[src/design/dpcm_ram.sv]
// Generic single-write, single-read RAM with registered read data.
module dpcm_ram #(
    parameter  int WIDTH  = 8,
    parameter  int DEPTH  = 256,
    localparam int ADDR_W = (DEPTH > 1) ? $clog2(DEPTH) : 1
) (
    input  logic              i_clk,
    input  logic              i_we,
    input  logic [ADDR_W-1:0] i_wr_addr,
    input  logic [WIDTH-1:0]  i_wr_data,
    input  logic [ADDR_W-1:0] i_rd_addr,
    output logic [WIDTH-1:0]  o_rd_data
);

    logic [WIDTH-1:0] r_mem [DEPTH];
    logic [WIDTH-1:0] r_rd_data;

    always_ff @(posedge i_clk) begin
        if (i_we) begin
            r_mem[i_wr_addr] <= i_wr_data;
        end
        r_rd_data <= r_mem[i_rd_addr];
    end

    assign o_rd_data = r_rd_data;

endmodule

[config.mk]
export PLATFORM = sky130hd
export DESIGN_NAME = dpcm_ram
export DESIGN_NICKNAME = d
export VERILOG_FILES = /design/src/design/dpcm_ram.sv
export SDC_FILE = /design/constraint.sdc
export NUM_CORES = 2
export LEC_CHECK = 0
export BUFFER_PORTS_ARGS = -buffer_cell sky130_fd_sc_hd__buf_2
export CORE_ASPECT_RATIO = 0.75
export CORE_MARGIN = 4
export CORE_UTILIZATION = 35
export CTS_BUF_LIST = sky130_fd_sc_hd__clkbuf_8
export CTS_CLUSTER_SIZE = 14
export DETAILED_ROUTE_END_ITERATION = 16
export SYNTH_ARGS = -nofsm -noshare
export SYNTH_HDL_FRONTEND = slang
export SYNTH_SLANG_ARGS = --single-unit
[constraint.sdc]
create_clock -name i_clk -period 4.9 [get_ports i_clk]
set_input_delay 0.245 -clock i_clk [delete_from_list [all_inputs] [get_ports i_clk]]
set_output_delay 0.245 -clock i_clk [all_outputs]
set_load 0.01 [all_outputs]
[Word-level counts from Yosys, hierarchy flattened]
Memories as Yosys holds them, arrays and structs flattened. A register that Yosys moved wholly into a read port is not among the register bits.
Index checks and enable logic that the tools add are counted.
Word-level totals
  RAM bits: 2048
  memories: 1
  word-level logic and storage cells: 3
  bits of input ports: 26
  register bits after elaboration: 0
Memories
  r_mem: words 256, bits a word 8, read ports 1, clocked after Yosys merged registers in 1, write ports 1, line 15  | logic [WIDTH-1:0] r_mem [DEPTH];
Operators by class
  multiplexer cells: 2
Operators by type and width (number)
  $mux W1: 2

[Depth between registers and ports, before layout]
  depth after elaboration: 2
  mapped depth: 11

[Least setup slack after synthesis]
No wires, ideal clock.
  kind: input -> register
  start: input port i_rd_addr[0]
  end: register r_rd_data[2] (netlist: o_rd_data[2]) (read register of r_mem)
  required time: 4769 ps
  data arrival time: 2052 ps
  slack: 2717 ps
  path buffers: 4
  stages on the path: 9
  cell sequence: buf_6 buf_12 buf_8 buf_2 mux4_2 a22oi_1 a21oi_1 nor4_1 nor4_2
RTL lines
  from (decl): line 11  | input logic [ADDR_W-1:0] i_rd_addr,
  to (decl): line 16  | logic [WIDTH-1:0] r_rd_data;

==> impl_metrics.json <==
{
  "area_growth_pct": 11.5,
  "max_stage_delay_ns": 0.77,
  "final_cell_area_um2": 88700,
  "vdd_ir_drop_max_mv": 0.226,
  "synth_cell_types": 55,
  "vias": 39500,
  "clockBufferDepth": 4,
  "drive_above_1_share": 0.234,
  "die_h_um": 421,
  "finalHoldViolCount": 0,
  "netlist_area_um2": 79600,
  "cts-buffers-inserted": 302,
  "avgSynthCellArea_um2": 21.3,
  "final.setup.tns_ns": 0,
  "antenna_found_initial": 19,
  "routed_via_density": 5.51,
  "stdcell_count": 7168,
  "num-nets-final": 3990,
  "die_w_um": 559,
  "grt_pass1_vias": 39600,
  "syn_inst": 3733,
  "syn-num-nets": 3759,
  "muxShareOfSynthArea": 0.146,
  "seq_area_frac_synth": 0.775,
  "outcome": "finished, final reports clean",
  "maxSlewViolCount": 0,
  "insertion_delay_ns": 0.94,
  "cp_top_family": "compound AO/OA/AOI/OAI gates",
  "r2r_slack_ns": 1.73,
  "synth_top_family_by_area": "multiplexers",
  "fp-row-count": 151,
  "critPathKind": "register to register",
  "finalCritPeriodShare": 0.647,
  "r2r_end": "o_rd_data[5]$_DFF_P_",
  "synthXorXnorAreaFrac": 0,
  "slew_headroom": 0.151,
  "crit_slowest_cell": "a221oi_1",
  "critPathLaunch": "r_mem[83][5]$_DFFE_PP_",
  "max_slew.worst_pin.slew_ns": 1.27,
  "worstReg2RegStart": "r_mem[83][5]$_DFFE_PP_",
  "synth-adder-area-share": 0,
  "track_usage": 0.173,
  "drv_cap": 0,
  "worst_setup_path_start_kind": "register",
  "ys_async_sr_fraction": 0,
  "placed_cells": 6635,
  "cts-root-buf": "clkbuf_8",
  "fin_crit_ns": 3.17,
  "rsz0062_at_grt": "false",
  "synth-compound-area-share": 0.0342,
  "die_area_um2": 235000,
  "ys.warnings.count": 0,
  "ant_nets": 0,
  "worst_r2r_path_depth": 6,
  "min_path_type": "input pin to register",
  "p_leak_nw": 27.2,
  "ys.flop_type": "edfxtp_1",
  "postCtsSetupRepairBufs": 0,
  "setup_viol": 0,
  "power_density_nw_per_um2": 382,
  "finalCoreUtilization": 0.393,
  "synth_seq_cells": 2056,
  "routed_wl_um": 206000,
  "drt_iter0_drc": 5068,
  "start_util": 0.352,
  "drc": 0,
  "dp.final_hpwl_um": 123000,
  "grt_overflow": 0,
  "core_um2": 226000,
  "required_ns": 5.64,
  "place.gp.congestion": 0.823,
  "cp_num_buf_inv": 0,
  "crit_chain": "mux4_2 -> a22o_1 -> a221oi_1 -> o32ai_1 -> nor3_1 -> nor4_1",
  "h-tree-depth": 5,
  "port_buffers": 33,
  "fmax_mhz": 315,
  "boundaryPins": 34,
  "cts_tree": "yes",
  "grt_pass1_wl_um": 293000,
  "wire_per_inst_um": 28.7,
  "clkTransAtPathRegs_ns": 0.06,
  "yosys.area_share.simple": 0.0263,
  "critical_path.max_fanout": 1,
  "place_area_um2": 83300,
  "first_pass_iters": 5,
  "grt_max_degree": 177,
  "synth_edf_count": 2048,
  "crit_arrival_ns": 3.91,
  "endpoint_kind": "register",
  "finalClockSkew_ns": 0.0705,
  "crit_cells": 6,
  "endpoint": "o_rd_data[5]$_DFF_P_",
  "cts_sinks": 2056
}
-- power breakdown --
group          internal [mW]  switching [mW]  total (mW)
Sequential              19.4          0.0378        19.4
Combinational          0.599            1.17        1.77
Clock                   6.12            6.56        12.7
Total                   26.1            7.77        33.9
-- Yosys cell counts (all sizes together) (2+ instances only) --
| master | instances | area, um^2 |
|---|---|---|
| nor2 | 282 | 1060 |
| mux2i | 134 | 1340 |
| and3b | 2 | 17.5 |
| nand2 | 33 | 124 |
| o22a | 5 | 43.8 |
| a211oi | 16 | 120 |
| edfxtp | 2048 | 61500 |
| mux4 | 456 | 10300 |
| clkbuf | 111 | 417 |
| o21ai | 12 | 60.1 |
| o32ai | 5 | 51.3 |
| nor4 | 27 | 188 |
| a22o | 8 | 70.1 |
| or2 | 4 | 25.0 |
| dfxtp | 8 | 160 |
| a2111oi | 5 | 52.6 |
| nand2b | 8 | 50.1 |
| a22oi | 133 | 998 |
| nand4 | 10 | 62.6 |
| o22ai | 28 | 175 |
| nor2b | 31 | 194 |
| a21oi | 96 | 480 |
| a311oi | 2 | 17.5 |
| a221oi | 14 | 129 |
| o211ai | 10 | 75.1 |
| nand3 | 34 | 170 |
| a31oi | 2 | 12.5 |
| and2 | 6 | 37.5 |
| nand3b | 2 | 15.0 |
| nor3 | 22 | 110 |
| o221ai | 47 | 418 |
| buf | 122 | 1030 |
-- flip-flops by register name, indices dropped and copies added, names as in the netlist --
signal	count
o_rd_data	8
r_mem	2048
-- how the worst min path moves through the flow --
stage | startpoint | cells after the start | slack, ns | end
finish | i_wr_data[6] | 1 | 0.07 | r_mem[186][6]$_DFFE_PP_
detailed placement | i_wr_data[4] | 1 | 0.77 | r_mem[81][4]$_DFFE_PP_
global route | i_wr_data[6] | 1 | 0.08 | r_mem[186][6]$_DFFE_PP_
CTS | i_wr_addr[0] | 3 | 0.01 | r_mem[163][5]$_DFFE_PP_
floorplan | i_wr_data[0] | 0 | 0.34 | r_mem[0][0]$_DFFE_PP_
global placement | i_wr_data[4] | 1 | 0.75 | r_mem[81][4]$_DFFE_PP_
-- cells in the final DEF, fill, tap and decap left out, drive strengths merged, types with 8 or more instances in the layout --
cell,synthesis,final
nor2b,31,31
o22ai,28,28
a221oi,14,14
clkbuf,111,313
inv,1,114
nor3,22,22
nand2b,8,8
a21oi,96,96
mux4,456,456
clkinvlp,0,8
buf,122,150
mux2i,134,134
nand3,34,34
nand2,33,33
dlygate4sd3,0,8
nand4,10,10
o211ai,10,10
edfxtp,2048,2048
a22o,8,8
dfxtp,8,8
nor4,27,27
o21ai,12,12
a22oi,133,133
a211oi,16,16
clkinv,1,86
nor2,282,282
o221ai,47,47
-- cell type report --
cell class	count	area (um^2)
repair buffers	160	1530
flip-flops and latches	2056	61700
well taps	2983	3730
fillers	20100	137000
inverters	2	7.51
clock buffers	311	4280
diodes	4	10.0
clock inverters	210	1020
multi-input cells	1442	16500
-- through the flow --
step	total power [mW]	hold WS [ns]	setup WS, ns
final	33.9	0.0714	1.73
after global routing	35.1	0.0830	1.79
after CTS	34.2	0.0118	1.87
after detailed placement	21.6	0.767	1.02
after global placement	21.6	0.748	1.01
after floorplan	20.7	0.344	2.72
-- metal layers --
layer	global-route usage	vias to the layer above	part of all wire
li1	-	16200	-
met1	0.253	21100	0.43
met2	0.252	1854	0.44
met3	0.0510	330	0.099
met4	0.0482	2	0.026
met5	0	-	0.000063
-- cell families (layout without fill, tap and decap cells) --
family	Yosys count	in the layout
compound gates	385	385
buf+inv	235	683
flops	2056	2056
mux	591	591
other cells	0	4
simple gates	466	466
-- what timing repair did --
action                                 4_1_cts  5_1_grt
endpoints found under the hold margin      638        0
hold buffers                                 8        0
resized for setup                            0        0
Note: power is estimated with default switching activity, not from simulation.
