[config.mk]
export PLATFORM = sky130hd
export DESIGN_NAME = dpcm_cell
export DESIGN_NICKNAME = d
export VERILOG_FILES = /design/src/design/dpcm_pkg.sv /design/src/design/dpcm_ram.sv /design/src/design/dpcm_cell.sv
export SDC_FILE = /design/constraint.sdc
export NUM_CORES = 2
export LEC_CHECK = 0
export ABC_AREA = 1
export BUFFER_PORTS_ARGS = -buffer_cell sky130_fd_sc_hd__buf_4
export CAP_MARGIN = 10
export CORE_MARGIN = 4
export CORE_UTILIZATION = 30
export CTS_BUF_LIST = sky130_fd_sc_hd__clkbuf_8 sky130_fd_sc_hd__clkbuf_16
export CTS_CLUSTER_SIZE = 30
export DETAILED_ROUTE_END_ITERATION = 10
export PLACE_DENSITY = 0.52
export SLEW_MARGIN = 20
export SYNTH_ARGS = -nofsm -noshare
export SYNTH_HDL_FRONTEND = slang
export SYNTH_SLANG_ARGS = --single-unit
[constraint.sdc]
create_clock -name i_clk -period 7.95 [get_ports i_clk]
set_input_delay 0.795 -clock i_clk [delete_from_list [all_inputs] [get_ports i_clk]]
set_output_delay 0.795 -clock i_clk [all_outputs]
set_load 0.1 [all_outputs]
[src/design/dpcm_pkg.sv]
// Shared types and constants of the pattern category matcher.
package dpcm_pkg;

    localparam int DEF_NUM_PATTERNS    = 256;
    localparam int DEF_MAX_PATTERN_LEN = 32;

    // item kinds carried by req_type
    localparam logic [1:0] REQ_SCAN  = 2'd0;
    localparam logic [1:0] REQ_LOAD  = 2'd1;
    localparam logic [1:0] REQ_CLEAR = 2'd2;

    // verdict codes
    localparam logic [2:0] CAT_ALLOW = 3'd0;
    localparam logic [2:0] CAT_MIN   = 3'd1;
    localparam logic [2:0] CAT_MAX   = 3'd5;

    typedef enum logic [2:0] {
        ST_INIT,
        ST_IDLE,
        ST_SWEEP,
        ST_DRAIN,
        ST_EMIT
    } t_state;

    // write controls that the sequencer hands to every cell
    typedef struct packed {
        logic pat_we;    // load item: store byte where position matches
        logic pm_clr;    // load or clear item: zero the slot's match bit
        logic sweep_we;  // scan write-back of the new match bit
        logic keep;      // slot valid and string continues
    } t_cell_ctl;

endpackage

[src/design/dpcm_ram.sv]
// Generic single-write, single-read RAM with registered read data.
module dpcm_ram #(
    parameter  int WIDTH  = 8,
    parameter  int DEPTH  = 256,
    localparam int ADDR_W = (DEPTH > 1) ? $clog2(DEPTH) : 1
) (
    input  logic              i_clk,
    input  logic              i_we,
    input  logic [ADDR_W-1:0] i_wr_addr,
    input  logic [WIDTH-1:0]  i_wr_data,
    input  logic [ADDR_W-1:0] i_rd_addr,
    output logic [WIDTH-1:0]  o_rd_data
);

    logic [WIDTH-1:0] r_mem [DEPTH];
    logic [WIDTH-1:0] r_rd_data;

    always_ff @(posedge i_clk) begin
        if (i_we) begin
            r_mem[i_wr_addr] <= i_wr_data;
        end
        r_rd_data <= r_mem[i_rd_addr];
    end

    assign o_rd_data = r_rd_data;

endmodule

[src/design/dpcm_cell.sv]
// One pattern position: byte column and match-bit column for all slots.
module dpcm_cell
    import dpcm_pkg::*;
#(
    parameter  int IDX          = 0,
    parameter  int NUM_PATTERNS = DEF_NUM_PATTERNS,
    localparam int SLOT_W       = (NUM_PATTERNS > 1) ? $clog2(NUM_PATTERNS) : 1
) (
    input  logic              i_clk,
    input  t_cell_ctl         i_ctl,
    input  logic [SLOT_W-1:0] i_wr_addr,
    input  logic [SLOT_W-1:0] i_rd_addr,
    input  logic [4:0]        i_pos,
    input  logic [7:0]        i_wr_byte,
    input  logic [7:0]        i_cmp_byte,
    input  logic              i_chain,     // previous match bit of left neighbor
    output logic              o_chain,     // previous match bit of this cell
    output logic              o_new_bit
);

    logic [7:0] w_pat_byte;
    logic       w_old_bit;
    logic       w_pat_we;
    logic       w_pm_we;
    logic       w_pm_data;

    assign w_pat_we  = i_ctl.pat_we && (32'(i_pos) == IDX);
    assign o_new_bit = i_chain && (w_pat_byte == i_cmp_byte);
    assign w_pm_we   = i_ctl.pm_clr || i_ctl.sweep_we;
    assign w_pm_data = i_ctl.sweep_we && i_ctl.keep && o_new_bit;
    assign o_chain   = w_old_bit;

    dpcm_ram #(
        .WIDTH (8),
        .DEPTH (NUM_PATTERNS)
    ) u_pat_ram (
        .i_clk     (i_clk),
        .i_we      (w_pat_we),
        .i_wr_addr (i_wr_addr),
        .i_wr_data (i_wr_byte),
        .i_rd_addr (i_rd_addr),
        .o_rd_data (w_pat_byte)
    );

    dpcm_ram #(
        .WIDTH (1),
        .DEPTH (NUM_PATTERNS)
    ) u_pm_ram (
        .i_clk     (i_clk),
        .i_we      (w_pm_we),
        .i_wr_addr (i_wr_addr),
        .i_wr_data (w_pm_data),
        .i_rd_addr (i_rd_addr),
        .o_rd_data (w_old_bit)
    );

endmodule
Yosys cells after proc, flatten, opt, wreduce, memory -nomap -nowiden

Memory sizes are Yosys's and may differ from the RTL's. A register that Yosys moved wholly into a read port is not among the register bits.
Cells that the tools add are included.

Muxes and demuxes: 4
Reductions and logical operators: 6
Equality and inequality tests: 1

Operators with widths:

| kind                | count |
|---|---|
| equality test 8 bit | 1 |
| logical NOT 5 bit   | 1 |
| logical AND 1 bit   | 4 |
| 2-to-1 mux 1 bit    | 4 |
| logical OR 1 bit    | 1 |

Output and inout port bits: 2
Word-level logic and storage cells: 13
Memory bits (writable): 2304
Input port bits: 43
Register bits: 0
Memories kept: 2

Memories:

| name            | depth | bits a word | read ports | clocked after memory_dff | wr ports | RTL line       | source |
|---|---|---|---|---|---|---|---|
| u_pat_ram.r_mem | 256   | 8           | 1          | 1                        | 1        | dpcm_ram.sv:15 | `logic [WIDTH-1:0] r_mem [DEPTH];` |
| u_pm_ram.r_mem  | 256   | 1           | 1          | 1                        | 1        | dpcm_ram.sv:15 |  |

Logic depth before layout (Yosys ltp)

Depth in word-level cells: 4
Mapped depth: 15
Gate-level depth less buffers: 11

Cells and area by module

A second synthesis with hierarchy kept.

Cell total of the unflattened synthesis: 8235
Area, all modules: 95326.4 um^2

By module, submodules not included:

| module                | sequential area each (um^2) | cells each | area an instance (um^2) | times used |
|---|---|---|---|---|
| dpcm_ram at u_pat_ram | 61659.1                     | 7003       | 83396.2                 | 1 |
| dpcm_ram at u_pm_ram  | 7707.4                      | 1184       | 11717.5                 | 1 |
| dpcm_cell             | 0.0                         | 48         | 212.7                   | 1 |

Worst setup path after synthesis

No wires, ideal clock.

Kind: input -> register
From: input port i_cmp_byte[6]
To: memory u_pm_ram.r_mem[0], data pin
Path slack: 996 ps
Setup time: 873 ps
Arrival: 6081 ps
Stages: 5
Required time: 7077 ps
Path buffers: 0
Cell sequence: xor2_1 nor4_1 nand4_1 nor2_1 and3_1

Longest elaborated chain between the ends: 3

RTL lines:

| what                   | RTL line        | source |
|---|---|---|
| start: declaration     | dpcm_cell.sv:15 | `input logic [7:0] i_cmp_byte,` |
| equality test 8 bit    | dpcm_cell.sv:28 | `assign o_new_bit = i_chain && (w_pat_byte == i_cmp_byte);` |
| logical AND 1 bit      | dpcm_cell.sv:28 |  |
| net o_new_bit          | dpcm_cell.sv:18 | `output logic o_new_bit` |
| logical AND 1 bit      | dpcm_cell.sv:30 | `assign w_pm_data = i_ctl.sweep_we && i_ctl.keep && o_new_bit;` |
| net u_pm_ram.i_wr_data | dpcm_ram.sv:10  | `input logic [WIDTH-1:0] i_wr_data,` |
| end: declaration       | dpcm_ram.sv:15  |  |

The timed path passes the listed nets, and every way through them passes these cells.

Final worst setup path

From: register u_pat_ram.r_rd_data[4] (netlist: u_pat_ram.o_rd_data[4]) (read register of u_pat_ram.r_mem)
To: output port o_new_bit

Longest elaborated chain between the ends: 2

RTL lines:

| what                | RTL line        | source |
|---|---|---|
| start: declaration  | dpcm_ram.sv:16  | `logic [WIDTH-1:0] r_rd_data;` |
| equality test 8 bit | dpcm_cell.sv:28 |  |
| logical AND 1 bit   | dpcm_cell.sv:28 |  |
| end: declaration    | dpcm_cell.sv:18 |  |

No other way between the ends.

==> summary.md <==
| Metric | Value |
|---|---|
| CTS resizes | 0 |
| Vias in the first global route | a little over 60000 |
| CP max FO | 2 |
| Vias | between 60000 and 70000 |
| Gr ovfl total | 0 |
| I/O pin count | 45 |
| Total chip power | roughly 26 mW |
| CTS buffer count | roughly 240 |
| Mean number of vias per cell | slightly above 5 |
| Clock tree buffer depth | 3 |
| Cell taking the most area after synthesis | edfxtp_1 |
| FP Rows | 207 |
| Register area share after synthesis | 0.726 |
| CTS Root Cell | clkbuf_16 |
| Worst Clk Skew | 46.4 ps |
| Distinct cell type count after synthesis | 22 |
| CP endpoint kind | output port |
| # DRC | 0 |
| WS Path Type | register to output port |
| DRT antenna net count | 0 |
| Crit share post-route | 0.541 |
| Initial antenna violation count | 6 |
| Fin Hold WS | about 280 ps |
| Number of synthesized flops with an enable pin | roughly 2300 |
| Post-CTS Hold Buffers | 0 |
| Layout cells sized above 1 | 0.0897 |
| Global placement routability congestion | 0.814 |
| Largest net degree at the start of global routing | 257 |
| Synth warn | 0 |
| Post-Syn Area | 95600 µm² |
| Synth top area share | 0.724 |
| Initial Util | 0.301 |
| Clock sinks | ~2300 |
| Later-pin clock latency in the skew report | 890 ps |
| Syn nets | approximately 8200 |
| Critical Path AT | about 3500 ps |
| Slew @ Worst Pin | between 1000 and 1500 ps |
| Peak supply drop | 192 µV |
| Fmax | around 230 MHz |
| Yosys reg bits | about 2300 |
| First-pass GRT wire length | between 400000 and 500000 µm |
| Post-CTS Setup Bufs | 0 |
| DP Wirelength | around 150000 µm |
| Slew Limit Fails | 0 |
| Placed cell area | between 100000 and 150000 µm² |
| Final nets | 8016 |
| CTS tree | built |
| DR WL/cell | 23.4 µm |
| HP Class | primary input to register |
| Placed Instances | around 12000 |
| Worst setup SP type | register |
| Post-layout minimum cycle time | between 4000 and 5000 ps |
| Post-Syn Area per Cell | about 12 µm² |
| Die H | about 570 µm |
| Area grow syn2layout | 13.2% |
| Ys flop type | edfxtp_1 |
| # setup viols final | 0 |
| Hold path start | i_rd_addr[7] |
| Unrepaired setup endpoints after global routing | false |
| Clock slew at reported path FFs | about 70 ps |
| Chip Width | 573 µm |
| Full die area | about 330000 µm² |
| H-tree levels | 4 |
| Global-route usage over all layers | 0.172 |
| Initial DRC Count | roughly 6800 |
| Max-cap viol count | 0 |
| Outcome | finished, final reports clean |
| R2r worst-path depth | 7 |
| Post-Layout Inst Area | ~110000 µm² |
| Synth Instances | between 8000 and 9000 |
| Pre-antenna DRT Iters | 6 |
| Synth top cells by count | 2390 x nand2_1, 2304 x edfxtp_1, 2269 x nand3_1 |
| Hold Path Depth | 3 |
| Post-route insts no fill | between 10000 and 15000 |
| WL final | between 200000 and 300000 µm |
| Synth top area cells | edfxtp_1 72%, nand3_1 12%, nand2_1 9.4% |
| Worst r2r src | u_pat_ram.o_rd_data[4] |
| Final hold violations | 0 |
| Pwr Density | 237 nW/µm² |
| R2R Setup Slk | about 3800 ps |
| Worst EP required | 7150 ps |
| Slew HR | 0.163 |
| TNS Setup | 0 ps |
| Count leader, synth | nand2_1 |
| Pleak | 36.0 nW |
| Post-synth ARST share | 0 |
| Hold EP | u_pat_ram.o_rd_data[3] |
| Critical R2R Capture | u_pm_ram.r_mem[109] |
| Port bufs | 44 |
| Core Box Area | roughly 320000 µm² |
## layout by cell type (no fill, tap or decap), types with 2 or more instances in the layout
master and count:
clkinv_1 61, buf_6 2, inv_1 83, o22ai_1 2, dfxtp_1 9, buf_8 11, nor2_1 13, nor3_2 194
clkinv_8 5, buf_12 21, inv_6 4, nor4_1 2, nand2_2 2, clkbuf_8 2, bufinv_16 16, nand3_1 2269
edfxtp_1 2304, clkinv_2 38, inv_16 4, clkinv_16 4, nand2_4 14, nand2_1 2374, nor3_1 318, buf_4 166
clkbuf_16 238, xnor2_1 3, diode_2 4, buf_16 2, clkinvlp_4 7
## worst max-delay path, cell delays in order (launching register included)
cell,delay [ps]
dfxtp_1,550
o22ai_1,130
nor4_1,260
nand4_1,400
nor2_1,840
buf_4,430
## cell type report
class | count | area (µm²)
clock buffers | 240 | 5980
inverters | 24 | 136
well taps | 4180 | 5230
clock inverters | 199 | 1460
flip-flops and latches | 2313 | 69400
fillers | 31300 | 209000
diodes | 4 | 10.0
multi-input cells | 5196 | 24100
repair buffers | 202 | 1910
## layer usage
metal | GRT usage | part of all wire | vias up
li1 | - | - | 29000
met1 | 0.239 | 0.43 | 32100
met2 | 0.280 | 0.48 | 2334
met3 | 0.0216 | 0.064 | 396
met4 | 0.0560 | 0.032 | 2
met5 | 0 | 0.000045 | -
## power by group
| group | leakage (nW) | internal, mW | switching [mW] | total [mW] |
|---|---|---|---|---|
| sequential | 20.2 | 13.4 | 0.0161 | 13.4 |
| combinational | 11.8 | 0.348 | 1.26 | 1.61 |
| clock | 3.88 | 5.95 | 4.71 | 10.7 |
| total | 36.0 | 19.7 | 5.99 | 25.7 |
## logic make-up (layout without fill, tap and decap cells)
logic type,count (synthesis),in the layout,share of synthesized area
other,0,4,0
XOR/XNOR,4,4,0.000367
flip-flops,2313,2313,0.726
AND/OR/NAND/NOR,5190,5190,0.240
buffers and inverters,678,665,0.0336
AO/OA/AOI/OAI,2,2,0.000131
## state kept, by name, indices dropped and copies added (netlist names)
signal / flops
u_pm_ram.o_rd_data: 1
u_pm_ram.r_mem: 256
u_pat_ram.o_rd_data: 8
u_pat_ram.r_mem: 2048
## worst max-delay path by stage
stage | from | to | depth (start not counted)
2_1_floorplan | i_cmp_byte[6] | u_pm_ram.r_mem[0] | 5
3_3_place_gp | i_cmp_byte[6] | u_pm_ram.r_mem[145] | 7
3_5_place_dp | i_cmp_byte[6] | u_pm_ram.r_mem[150] | 7
4_1_cts | u_pat_ram.o_rd_data[4] | u_pm_ram.r_mem[130] | 6
5_1_grt | u_pat_ram.o_rd_data[4] | o_new_bit | 5
6_report | u_pat_ram.o_rd_data[4] | o_new_bit | 5
## stage by stage
step | utilization | setup slack, ps
CTS | 0.339 | 3280
global route | 0.341 | 3420
detailed placement | 0.316 | 2930
floorplan | - | 996
finish | 0.341 | 3650
global placement | 0.314 | 3010
No activity file was read; power rests on OpenSTA's default activity.
